$ cat config.mk
export PLATFORM = sky130hd
export DESIGN_NAME = sensor_raw_convert_moving_average
export DESIGN_NICKNAME = d
export VERILOG_FILES = /design/src/sv/srcma_pkg.sv /design/src/sv/srcma_ram.sv /design/src/sv/srcma_ctrl.sv /design/src/sv/srcma_dp.sv /design/src/sv/sensor_raw_convert_moving_average.sv
export VERILOG_INCLUDE_DIRS = /design/src /design/src/sv
export SDC_FILE = /design/constraint.sdc
export NUM_CORES = 2
export LEC_CHECK = 0
export BUFFER_PORTS_ARGS = -buffer_cell sky130_fd_sc_hd__buf_4
export CAP_MARGIN = 10
export CORE_MARGIN = 5
export CORE_UTILIZATION = 35
export DETAILED_ROUTE_END_ITERATION = 10
export MAX_ROUTING_LAYER = met4
export PLACE_DENSITY_LB_ADDON = 0.1
export SLEW_MARGIN = 0
export SYNTH_ARGS = -nofsm -noshare
export SYNTH_HDL_FRONTEND = slang
export SYNTH_SLANG_ARGS = --single-unit
$ cat constraint.sdc
create_clock -name clk -period 9.6 [get_ports clk]
set_input_delay 1.92 -clock clk [delete_from_list [all_inputs] [get_ports clk]]
set_output_delay 1.92 -clock clk [all_outputs]
set_load 0.03 [all_outputs]
$ cat src/sv/sensor_raw_convert_moving_average_defines.svh
// Assertion macros shared by the sensor moving-average block.
`ifndef SENSOR_RAW_CONVERT_MOVING_AVERAGE_DEFINES_SVH
`define SENSOR_RAW_CONVERT_MOVING_AVERAGE_DEFINES_SVH

`ifndef SYNTH
`define SRCMA_ASSERT_IMP(label, ante, cons, msg) \
  label: assert property (@(posedge clk) disable iff (!rst_n) (ante) |-> (cons)) \
    else $error(msg);
`define SRCMA_ASSERT_NXT(label, ante, cons, msg) \
  label: assert property (@(posedge clk) disable iff (!rst_n) (ante) |=> (cons)) \
    else $error(msg);
`else
`define SRCMA_ASSERT_IMP(label, ante, cons, msg)
`define SRCMA_ASSERT_NXT(label, ante, cons, msg)
`endif

`endif

$ cat src/sv/srcma_pkg.sv
// Shared types and constants of the sensor moving-average block.
package srcma_pkg;

  localparam int DEPTH_DEF = 16;

  localparam int RAW_W = 16;
  localparam int MT_W = 15;
  localparam int MH_W = 14;
  localparam int CNT_OUT_W = 5;
  localparam int IN_DATA_W = 32;
  localparam int OUT_DATA_W = 40;

  localparam int TEMP_SCALE = 17500;
  localparam int HUM_SCALE = 10000;
  localparam int TEMP_OFFSET = 4500;

  typedef enum logic [2:0] {
    S_IDLE,
    S_EST,
    S_CORR,
    S_UPD,
    S_DINIT,
    S_DIV,
    S_OUT
  } state_t;

  typedef struct packed {
    logic accept;
    logic upd;
    logic dinit;
    logic div_step;
    logic load_out;
  } cmd_t;

  typedef struct packed {
    logic div_done;
  } status_t;

endpackage

$ cat src/sv/srcma_ram.sv
// Generic single-write, single-read RAM with registered read data.
module srcma_ram #(
  parameter int WIDTH = 16,
  parameter int DEPTH = 16,
  localparam int AW = (DEPTH > 1) ? $clog2(DEPTH) : 1
) (
  input  logic             clk,
  input  logic             we,
  input  logic [AW-1:0]    waddr,
  input  logic [WIDTH-1:0] wdata,
  input  logic             re,
  input  logic [AW-1:0]    raddr,
  output logic [WIDTH-1:0] rdata
);

  logic [WIDTH-1:0] mem_r [DEPTH];
  logic [WIDTH-1:0] rdata_r;

  always_ff @(posedge clk) begin
    if (we) begin
      mem_r[waddr] <= wdata;
    end
    if (re) begin
      rdata_r <= mem_r[raddr];
    end
  end

  assign rdata = rdata_r;

endmodule

$ cat src/sv/srcma_ctrl.sv
// Controller state machine of the sensor moving-average block.
module srcma_ctrl (
  input  logic                clk,
  input  logic                rst_n,
  input  logic                in_tvalid,
  output logic                in_tready,
  output logic                out_tvalid,
  input  logic                out_tready,
  input  srcma_pkg::status_t  status,
  output srcma_pkg::cmd_t     cmd,
  output srcma_pkg::state_t   state
);

  srcma_pkg::state_t state_r;
  srcma_pkg::state_t state_nxt;
  logic              out_tvalid_r;
  logic              out_tvalid_nxt;
  logic              out_free;

  assign out_free = !out_tvalid_r || out_tready;

  always_comb begin
    state_nxt = state_r;
    case (state_r)
      srcma_pkg::S_IDLE: begin
        if (in_tvalid) begin
          state_nxt = srcma_pkg::S_EST;
        end
      end
      srcma_pkg::S_EST:   state_nxt = srcma_pkg::S_CORR;
      srcma_pkg::S_CORR:  state_nxt = srcma_pkg::S_UPD;
      srcma_pkg::S_UPD:   state_nxt = srcma_pkg::S_DINIT;
      srcma_pkg::S_DINIT: state_nxt = srcma_pkg::S_DIV;
      srcma_pkg::S_DIV: begin
        if (status.div_done) begin
          state_nxt = srcma_pkg::S_OUT;
        end
      end
      srcma_pkg::S_OUT: begin
        if (out_free) begin
          state_nxt = srcma_pkg::S_IDLE;
        end
      end
      default: state_nxt = srcma_pkg::S_IDLE;
    endcase
  end

  always_comb begin
    cmd = '0;
    in_tready = 1'b0;
    case (state_r)
      srcma_pkg::S_IDLE: begin
        in_tready = 1'b1;
        cmd.accept = in_tvalid;
      end
      srcma_pkg::S_UPD:   cmd.upd = 1'b1;
      srcma_pkg::S_DINIT: cmd.dinit = 1'b1;
      srcma_pkg::S_DIV:   cmd.div_step = 1'b1;
      srcma_pkg::S_OUT:   cmd.load_out = out_free;
      default: begin
        cmd = '0;
      end
    endcase
  end

  always_comb begin
    out_tvalid_nxt = out_tvalid_r;
    if (cmd.load_out) begin
      out_tvalid_nxt = 1'b1;
    end else if (out_tready) begin
      out_tvalid_nxt = 1'b0;
    end
  end

  always_ff @(posedge clk) begin
    if (!rst_n) begin
      state_r <= srcma_pkg::S_IDLE;
      out_tvalid_r <= 1'b0;
    end else begin
      state_r <= state_nxt;
      out_tvalid_r <= out_tvalid_nxt;
    end
  end

  assign out_tvalid = out_tvalid_r;
  assign state = state_r;

endmodule

$ cat src/sv/srcma_dp.sv
// Datapath: conversion, sample rings, running sums and mean divider.
module srcma_dp #(
  parameter int DEPTH = srcma_pkg::DEPTH_DEF
) (
  input  logic                                clk,
  input  logic                                rst_n,
  input  srcma_pkg::cmd_t                     cmd,
  output srcma_pkg::status_t                  status,
  input  logic [srcma_pkg::IN_DATA_W-1:0]     in_tdata,
  output logic [srcma_pkg::OUT_DATA_W-1:0]    out_tdata
);

  localparam int CNT_W = $clog2(DEPTH + 1);
  localparam int PTR_W = (DEPTH > 1) ? $clog2(DEPTH) : 1;
  localparam int TSUM_W = srcma_pkg::MT_W + CNT_W;
  localparam int HSUM_W = srcma_pkg::MH_W + CNT_W;
  localparam int QW = TSUM_W;
  localparam int DCW = $clog2(QW);
  localparam int PAD_W = srcma_pkg::OUT_DATA_W - srcma_pkg::MT_W - srcma_pkg::MH_W
                         - srcma_pkg::CNT_OUT_W;

  logic [15:0] raw_t;
  logic [15:0] raw_h;
  assign raw_t = in_tdata[15:0];
  assign raw_h = in_tdata[31:16];

  logic [30:0] tprod_r, tprod_nxt;
  logic [29:0] hprod_r, hprod_nxt;
  logic [14:0] tq_r, tq_nxt;
  logic [13:0] hq_r, hq_nxt;
  logic [14:0] tval_r, tval_nxt;
  logic [13:0] hval_r, hval_nxt;
  logic [PTR_W-1:0] ptr_r, ptr_nxt;
  logic [CNT_W-1:0] count_r, count_nxt;
  logic [TSUM_W-1:0] tsum_r, tsum_nxt;
  logic [HSUM_W-1:0] hsum_r, hsum_nxt;
  logic tneg_r, tneg_nxt;
  logic [QW-1:0] tquo_r, tquo_nxt;
  logic [QW-1:0] hquo_r, hquo_nxt;
  logic [CNT_W-1:0] trem_r, trem_nxt;
  logic [CNT_W-1:0] hrem_r, hrem_nxt;
  logic [DCW-1:0] dcnt_r, dcnt_nxt;
  logic [srcma_pkg::OUT_DATA_W-1:0] out_r, out_nxt;

  logic [31:0] test_w;
  logic [30:0] hest_w;
  logic [31:0] tres_w;
  logic [30:0] hres_w;
  logic [14:0] tfix_w;
  logic [13:0] hfix_w;
  logic [15:0] tdiff_w;
  logic [14:0] told_w;
  logic [13:0] hold_w;
  logic        full_w;
  logic [TSUM_W-1:0] tsub_w;
  logic [HSUM_W-1:0] hsub_w;
  logic [TSUM_W-1:0] tmag_w;
  logic [CNT_W:0] ttrial_w;
  logic [CNT_W:0] htrial_w;
  logic [CNT_W:0] dvsr_w;
  logic [QW-1:0] tmean_w;
  logic [CNT_W+4:0] cntx_w;

  srcma_ram #(.WIDTH(srcma_pkg::MT_W), .DEPTH(DEPTH)) u_tram (
    .clk(clk), .we(cmd.upd), .waddr(ptr_r), .wdata(tval_r),
    .re(cmd.accept), .raddr(ptr_r), .rdata(told_w)
  );

  srcma_ram #(.WIDTH(srcma_pkg::MH_W), .DEPTH(DEPTH)) u_hram (
    .clk(clk), .we(cmd.upd), .waddr(ptr_r), .wdata(hval_r),
    .re(cmd.accept), .raddr(ptr_r), .rdata(hold_w)
  );

  // Division by 65535: estimate with one shifted add, then one correction step.
  assign tprod_nxt = {15'b0, raw_t} * 31'(srcma_pkg::TEMP_SCALE);
  assign hprod_nxt = {14'b0, raw_h} * 30'(srcma_pkg::HUM_SCALE);
  assign test_w = {1'b0, tprod_r} + {17'b0, tprod_r[30:16]};
  assign hest_w = {1'b0, hprod_r} + {17'b0, hprod_r[29:16]};
  assign tq_nxt = test_w[30:16];
  assign hq_nxt = hest_w[29:16];
  assign tres_w = {1'b0, tprod_r} - {1'b0, tq_r, 16'b0} + {17'b0, tq_r};
  assign hres_w = {1'b0, hprod_r} - {1'b0, hq_r, 16'b0} + {17'b0, hq_r};
  assign tfix_w = (tres_w >= 32'd65535) ? tq_r + 15'd1 : tq_r;
  assign hfix_w = (hres_w >= 31'd65535) ? hq_r + 14'd1 : hq_r;
  assign tdiff_w = {1'b0, tfix_w} - 16'(srcma_pkg::TEMP_OFFSET);
  assign tval_nxt = tdiff_w[14:0];
  assign hval_nxt = hfix_w;

  assign full_w = (count_r == CNT_W'(DEPTH));
  assign tsub_w = full_w ? {{(TSUM_W-15){told_w[14]}}, told_w} : '0;
  assign hsub_w = full_w ? {{(HSUM_W-14){1'b0}}, hold_w} : '0;
  assign tmag_w = tsum_r[TSUM_W-1] ? (~tsum_r + 1'b1) : tsum_r;
  assign dvsr_w = {1'b0, count_r};
  assign ttrial_w = {trem_r, tquo_r[QW-1]};
  assign htrial_w = {hrem_r, hquo_r[QW-1]};
  assign tmean_w = tneg_r ? (~tquo_r + 1'b1) : tquo_r;
  assign cntx_w = {5'b0, count_r};
  assign status.div_done = (dcnt_r == DCW'(QW - 1));

  always_comb begin
    ptr_nxt = ptr_r;
    count_nxt = count_r;
    tsum_nxt = tsum_r;
    hsum_nxt = hsum_r;
    if (cmd.upd) begin
      ptr_nxt = (ptr_r == PTR_W'(DEPTH - 1)) ? '0 : ptr_r + 1'b1;
      count_nxt = full_w ? count_r : count_r + 1'b1;
      tsum_nxt = tsum_r + {{(TSUM_W-15){tval_r[14]}}, tval_r} - tsub_w;
      hsum_nxt = hsum_r + {{(HSUM_W-14){1'b0}}, hval_r} - hsub_w;
    end
  end

  always_comb begin
    tneg_nxt = tneg_r;
    tquo_nxt = tquo_r;
    hquo_nxt = hquo_r;
    trem_nxt = trem_r;
    hrem_nxt = hrem_r;
    dcnt_nxt = dcnt_r;
    if (cmd.dinit) begin
      tneg_nxt = tsum_r[TSUM_W-1];
      tquo_nxt = tmag_w;
      hquo_nxt = {{(QW-HSUM_W){1'b0}}, hsum_r};
      trem_nxt = '0;
      hrem_nxt = '0;
      dcnt_nxt = '0;
    end else if (cmd.div_step) begin
      dcnt_nxt = dcnt_r + 1'b1;
      if (ttrial_w >= dvsr_w) begin
        trem_nxt = CNT_W'(ttrial_w - dvsr_w);
        tquo_nxt = {tquo_r[QW-2:0], 1'b1};
      end else begin
        trem_nxt = ttrial_w[CNT_W-1:0];
        tquo_nxt = {tquo_r[QW-2:0], 1'b0};
      end
      if (htrial_w >= dvsr_w) begin
        hrem_nxt = CNT_W'(htrial_w - dvsr_w);
        hquo_nxt = {hquo_r[QW-2:0], 1'b1};
      end else begin
        hrem_nxt = htrial_w[CNT_W-1:0];
        hquo_nxt = {hquo_r[QW-2:0], 1'b0};
      end
    end
  end

  always_comb begin
    out_nxt = out_r;
    if (cmd.load_out) begin
      out_nxt = {{PAD_W{1'b0}}, cntx_w[4:0], hquo_r[13:0], tmean_w[14:0]};
    end
  end

  always_ff @(posedge clk) begin
    if (!rst_n) begin
      ptr_r <= '0;
      count_r <= '0;
      tsum_r <= '0;
      hsum_r <= '0;
      dcnt_r <= '0;
    end else begin
      ptr_r <= ptr_nxt;
      count_r <= count_nxt;
      tsum_r <= tsum_nxt;
      hsum_r <= hsum_nxt;
      dcnt_r <= dcnt_nxt;
    end
  end

  always_ff @(posedge clk) begin
    if (cmd.accept) begin
      tprod_r <= tprod_nxt;
      hprod_r <= hprod_nxt;
    end
    tq_r <= tq_nxt;
    hq_r <= hq_nxt;
    tval_r <= tval_nxt;
    hval_r <= hval_nxt;
    tneg_r <= tneg_nxt;
    tquo_r <= tquo_nxt;
    hquo_r <= hquo_nxt;
    trem_r <= trem_nxt;
    hrem_r <= hrem_nxt;
    out_r <= out_nxt;
  end

  assign out_tdata = out_r;

endmodule

$ cat src/sv/sensor_raw_convert_moving_average.sv
// Top level of the sensor raw conversion and moving-average block.
//
//   channel | direction | beat contents
//   in_     | slave     | raw temperature and raw humidity words
//   out_    | master    | mean temperature, mean humidity, samples held
//
// A result is loaded in state OUT after its beat has passed EST, CORR, UPD,
// DINIT and DIV; in DIV the bit-serial mean divider runs over QW bits, where QW
// is the running-sum width (20 bits at DEPTH 16). The next beat is accepted in
// the cycle after the load. The next beat is accepted while a result waits.
// Reset is synchronous and clears the ring position, count and sums.
// A stalled result holds the final load, and with it the next acceptance.
`include "sensor_raw_convert_moving_average_defines.svh"
module sensor_raw_convert_moving_average #(
  parameter int DEPTH = srcma_pkg::DEPTH_DEF
) (
  input  logic                             clk,
  input  logic                             rst_n,
  input  logic                             in_tvalid,
  output logic                             in_tready,
  // raw_temperature [15:0], raw_humidity [31:16]
  input  logic [srcma_pkg::IN_DATA_W-1:0]  in_tdata,
  output logic                             out_tvalid,
  input  logic                             out_tready,
  // mean_temperature [14:0], mean_humidity [28:15], samples_held [33:29]
  output logic [srcma_pkg::OUT_DATA_W-1:0] out_tdata
);

  srcma_pkg::cmd_t    cmd;
  srcma_pkg::status_t status;
  srcma_pkg::state_t  state;

  srcma_ctrl u_ctrl (
    .clk(clk), .rst_n(rst_n),
    .in_tvalid(in_tvalid), .in_tready(in_tready),
    .out_tvalid(out_tvalid), .out_tready(out_tready),
    .status(status), .cmd(cmd), .state(state)
  );

  srcma_dp #(.DEPTH(DEPTH)) u_dp (
    .clk(clk), .rst_n(rst_n),
    .cmd(cmd), .status(status),
    .in_tdata(in_tdata), .out_tdata(out_tdata)
  );

  `SRCMA_ASSERT_NXT(a_busy_after_accept, in_tvalid && in_tready, !in_tready, "accepted while busy")
  `SRCMA_ASSERT_IMP(a_result_from_out, $rose(out_tvalid), $past(state == srcma_pkg::S_OUT), "result without load")

endmodule
Word level (Yosys, flattened, before mapping)
Memories as Yosys holds them, arrays and structs flattened. A register that Yosys moved wholly into a read port is not among the register bits. Cells that the tools add are included.

Register bits: 255. RAM bits: 464. Bits of input ports: 36. Output and inout port bits: 42. Word-level logic and storage cells: 101. Memories: 2.

Add/sub/neg operators: 20. $mul: 2. $lt $le $gt $ge: 4. Equal/unequal tests: 12. Multiplexer cells: 29. Bitwise operators: 4. Reductions and logical operators: 8.

Memories: u_dp.u_tram.mem_r (words 16, bits a word 15, rd ports 1, clocked after Yosys merged registers in 1, write ports 1, line srcma_ram.sv:16) `logic [WIDTH-1:0] mem_r [DEPTH];`; u_dp.u_hram.mem_r (words 16, bits a word 14, rd ports 1, clocked after Yosys merged registers in 1, write ports 1, line srcma_ram.sv:16).

Operators with widths (count): 2-to-1 mux 20 bit (4); 2-to-1 mux 19 bit (2); adder 32 x 15 -> 32 bit (1); greater-or-equal comparator 32 x 16 -> 1 bit (second input constant) (1); subtractor 31 x 31 -> 32 bit (1); adder 31 x 14 -> 31 bit (1); adder 31 x 15 -> 31 bit (1); greater-or-equal comparator 31 x 16 -> 1 bit (second input constant) (1); subtractor 30 x 30 -> 31 bit (1); adder 15 x 1 -> 15 bit (second input constant) (2); adder 30 x 14 -> 30 bit (1); 2-to-1 mux 15 bit (2); multiplier 16 x 13 -> 29 bit (second input constant) (1); 2-to-1 mux 14 bit (2); multiplier 16 x 10 -> 26 bit (second input constant) (1); case mux 3 bit (7 select lines) (1); adder 20 x 1 -> 20 bit (second input constant) (1); adder 20 bit (1); inverter 20 bit (1); subtractor 20 bit (1); adder 19 x 14 -> 19 bit (1); subtractor 19 bit (1); inverter 15 bit (1); subtractor 15 x 13 -> 15 bit (second input constant) (1); 24 further kinds (48).

Depth between registers and ports, before layout
Depth in word-level cells: 5. Depth in mapped cells: 26.

By module
Synthesis repeated with hierarchy kept, for this count alone.

Cell total of the unflattened synthesis: 3472. Area total of the unflattened synthesis: 43008.7 um2.

By module, submodules not included: srcma_dp (times used 1, cells each 2659, area an instance 24265.8 um2, sequential area each 6316.1 um2); srcma_ram (u_dp.u_tram) (times used 1, cells each 406, area an instance 9596.7 um2, sequential area each 7657.3 um2); srcma_ram (u_dp.u_hram) (times used 1, cells each 379, area an instance 8903.5 um2, sequential area each 7146.9 um2); srcma_ctrl (times used 1, cells each 28, area an instance 242.7 um2, sequential area each 80.1 um2).

Least setup slack after synthesis
No wires, ideal clock.

Kind: input to register. From: input in_tdata[3] (netlist name). To: register u_dp.tprod_r[28], data pin. Library setup time: 0.258 ns. Data arrival time: 6.895 ns. Data required time: 9.342 ns. Path slack: 2.447 ns. Stages on the path: 24. Path buffers: 0. Cells stage by stage: ha_1 inv_1 fa_1 inv_1 ha_1 ha_1 inv_1 fa_1 inv_1 fa_1 a21o_1 a21oi_1 o21bai_1 a21oi_1 o21bai_1 a211oi_1 nor2_1 o41ai_1 o211a_1 a211oi_1 a221o_1 a21o_1 a21oi_1 xnor2_1.

Word-level cells in the longest chain between the ends: 1.

RTL lines: from (decl) (line sensor_raw_convert_moving_average.sv:22) `input logic [srcma_pkg::IN_DATA_W-1:0] in_tdata,`; multiplier 16 x 13 -> 29 bit (line srcma_dp.sv:75) `assign tprod_nxt = {15'b0, raw_t} * 31'(srcma_pkg::TEMP_SCALE);`; named net u_dp.tprod_nxt[28] (line srcma_dp.sv:27) `logic [30:0] tprod_r, tprod_nxt;`; to (signal assigned) (line srcma_dp.sv:171) `tprod_r <= tprod_nxt;`; to (decl) (line srcma_dp.sv:27).

The timed path passes the listed nets, and every way through them passes these cells. A chain may end at the register's enable or synchronous reset.

Final worst setup path
Ends and elaborated chain as after synthesis.

==> summary.md <==
| Metric | Value |
|---|---|
| Post-CTS sizing | 0 |
| DR vias | around 25000 |
| Total CTS buffers | 83 |
| CP max stage delay | ~0.52 ns |
| GRT Overall Usage | 0.160 |
| DRT Wirelength | about 99 mm |
| Vias in the first global route | 25613 |
| PortBufs | 71 |
| Delay-heaviest family, CP | compound AO/OA/AOI/OAI gates |
| CTS clk-pin slew, worst paths | ~0.06 ns |
| CTS Buffer Depth | 3 |
| Max-cap violations | 0 |
| Sequential area share after synthesis | 0.501 |
| Routed Antenna Nets | 0 |
| Leak | approximately 19 nW |
| Die width | ~360 um |
| Worst Path Required | around 10 ns |
| Final Cycle Share | 0.731 |
| Yosys cell types | between 90 and 100 |
| H-tree levels | 3 |
| Std-Cell Rows | about 130 |
| Crit path DAT | ~7.4 ns |
| Final Wtd Congestion | approximately 0.83 |
| RSZ-0062 raised after global routing | false |
| Synthesis Warnings | 0 |
| Area Growth Syn to Fin | 12.3% |
| Die height | approximately 360 um |
| Worst Hold Class | reg2reg |
| Finish-stage setup viols | 0 |
| Power Density | 288 nW/um^2 |
| Max Clock Skew | approximately 0.021 ns |
| Worst Path Max Fanout | 5 |
| Final Hold Vio Count | 0 |
| Final core occ | 0.396 |
| Worst Hold Depth | 0 |
| Slew headroom | 0.235 |
| Most frequent CP cell | inv_1 |
| Post-CTS setup buffer count | 0 |
| Slew Limit Fails | 0 |
| Ys flop type | edfxtp_1 |
| Initial antenna violation count | 1 |
| Fmax | roughly 140 MHz |
| Avg WL per Cell | 19.2 um |
| Clk root buf | clkbuf_16 |
| GRT overflow | 0 |
| Worst-skew pair later-pin latency | ~0.63 ns |
| CP Depth | 25 |
| Layout cells sized above 1 | 0.123 |
| First-pass GRT wire length | between 150 and 200 mm |
| DR vias/cell | roughly 4.9 |
| Dpl cells | about 5000 |
| Synthesized flop and latch total | 748 |
| Core Area | ~120000 sq um |
| Post-synth EDFFs | approximately 620 |
| Synth async-reset ratio | 0 |
| DRC | 0 |
| Status | completed |
| Crit Path Category | in2reg |
| Syn Inst Count | between 3000 and 4000 |
| CTS tree | done |
| Crit path capture type | register |
| DR iter-0 viols | roughly 1300 |
| Final Non-Filler Cells | between 5000 and 6000 |
| Minimum clock period | between 7 and 8 ns |
| First drt pass iteration count | 5 |
| Die area | 128000 sq um |
| Initial Util | 0.353 |
| CTS Hold Bufs | 0 |
| Largest net degree at the start of global routing | just under 80 |
| Num ports | 78 |
| Slew of the pin with the lowest slew margin | ~1.1 ns |
| Net count, final | 4022 |
| ANT cells | 0 |
| Setup tns final | 0 ns |
| Max IR drop VDD | 0.000140 V |
| Number of clock sinks | between 700 and 800 |
| CP bufs+invs | 5 |
| Post-detail-place hpwl | around 66 mm |
| Post-synthesis cell area | approximately 42000 sq um |
| Critical Path Source Type | input port |
| Syn_area_per_cell | 12.4 sq um |
| Commonest non-fill, non-tap cell in the layout | edfxtp_1 |
| PnR Total Power | between 10 and 15 mW |
| Most frequent cells in the layout | edfxtp_1 (622), inv_1 (516), ha_1 (363), nand2_1 (240) |
| Slowest cell on crit path | fa_1 |
| R2R depth | 18 |
| Final WS setup | around 2.6 ns |
| Dpl ws | 1.83 ns |
[final cells by class]
cell class | instances | area (sq um)
fillers | 11621 | 72600
flip-flops and latches | 748 | 21200
multi-input cells | 2054 | 18800
clock buffers | 107 | 2250
well taps | 1612 | 2020
inverters | 519 | 1950
repair buffers | 102 | 766
clock inverters | 48 | 513
[Yosys cell counts, types with 5 or more instances]
master     count  area, sq um
a211oi_1      11         82.6
o31ai_1       17          128
a21o_1        56          420
xnor2_1      150         1310
nor3b_1        5         37.5
a21oi_1      119          596
o211a_1        6         60.1
a2111oi_0      6         52.6
a221o_1        5         50.1
or4_1          5         37.5
nand4_1       28          175
edfxtp_1     622        18700
inv_1        516         1940
buf_1         21         78.8
o21a_1        11         82.6
o21ai_1        7         35.0
or2_2          6         37.5
buf_4         10         75.1
nand3_1       54          270
nand2b_1      23          144
a31oi_1       15         93.8
nor2b_1       15         93.8
fa_1         115         2300
nand2_1      240          901
or3_1         24          150
nor2_1       109          409
and4_1         6         52.6
xor2_1        45          394
a21boi_0      22          165
and3_1        24          150
dfxtp_1      126         2520
mux2i_1       10          100
nor4_1         8         50.1
clkbuf_1      57          214
o21bai_1      15          113
buf_2          7         35.0
mux4_2       145         3270
nor3_1        49          245
o211ai_1      12         90.1
and2_1        88          551
o21ai_0      150          751
ha_1         363         4540
[power by group]
group / internal [mW] / total [mW] / switching (mW) / leakage, nW
clock network: 1.90 / 3.21 / 1.31 / 1.35
registers: 4.13 / 4.65 / 0.516 / 6.67
logic: 2.46 / 5.81 / 3.36 / 10.8
total: 8.49 / 13.7 / 5.18 / 18.8
[per-layer routing]
metal | share of wire | GRT usage | routed length (um) | vias up
met2 | 0.48 | 0.261 | 47400 | 367
met4 | 0.020 | 0.0396 | 1980 | 0
met5 | 0 | - | 0 | -
met3 | 0.034 | 0.0197 | 3390 | 128
li1 | - | - | - | 12372
met1 | 0.47 | 0.215 | 46600 | 12399
[through the flow]
stage / instance area [sq um] / hold slack, ns
6_report: 47500 / 0.452
5_1_grt: 47500 / 0.474
3_3_place_gp: 44800 / 0.437
2_1_floorplan: 42400 / 0.421
4_1_cts: 47500 / 0.458
3_5_place_dp: 44800 / 0.441
[registers in the layout (all words and copies together) (netlist names), 3 cells and up]
name,count
u_dp.u_tram.rdata,15
u_dp.tq_r,15
u_dp.u_tram.mem_r,240
u_dp.hprod_r,26
u_dp.dcnt_r,5
u_dp.trem_r,5
u_dp.hq_r,14
u_dp.u_hram.rdata,14
u_dp.tval_r,15
u_dp.tsum_r,20
u_dp.hsum_r,19
u_dp.ptr_r,4
u_dp.hquo_r,20
u_dp.tquo_r,20
u_ctrl.state,3
u_dp.hrem_r,5
u_dp.tprod_r,29
u_dp.count_r,5
u_dp.hval_r,14
u_dp.u_hram.mem_r,224
u_dp.out_tdata,34
[cell families (layout without fill, tap and decap cells)]
| logic type | Yosys count | after routing | share of synthesized area |
|---|---|---|---|
| flops | 748 | 748 | 0.501 |
| xor+xnor | 195 | 195 | 0.0403 |
| other cells | 1 | 6 | 0.0000885 |
| mux | 156 | 156 | 0.0797 |
| simple gates | 703 | 703 | 0.0825 |
| fa+ha+maj | 478 | 478 | 0.162 |
| compound gates | 516 | 516 | 0.0793 |
| buf+inv | 616 | 776 | 0.0560 |
[final timing paths]
path | startpoint | to | slack (ns)
setup / recovery | in_tdata[3] | u_dp.tprod_r[28] | 2.58
hold / removal | u_dp.hquo_r[0] | u_dp.out_tdata[15] | 0.45
setup reg to reg | u_dp.tq_r[2] | u_dp.tval_r[14] | 3.81
hold reg to reg | u_dp.hquo_r[0] | u_dp.out_tdata[15] | 0.45
(Power assumes the default switching activity.)
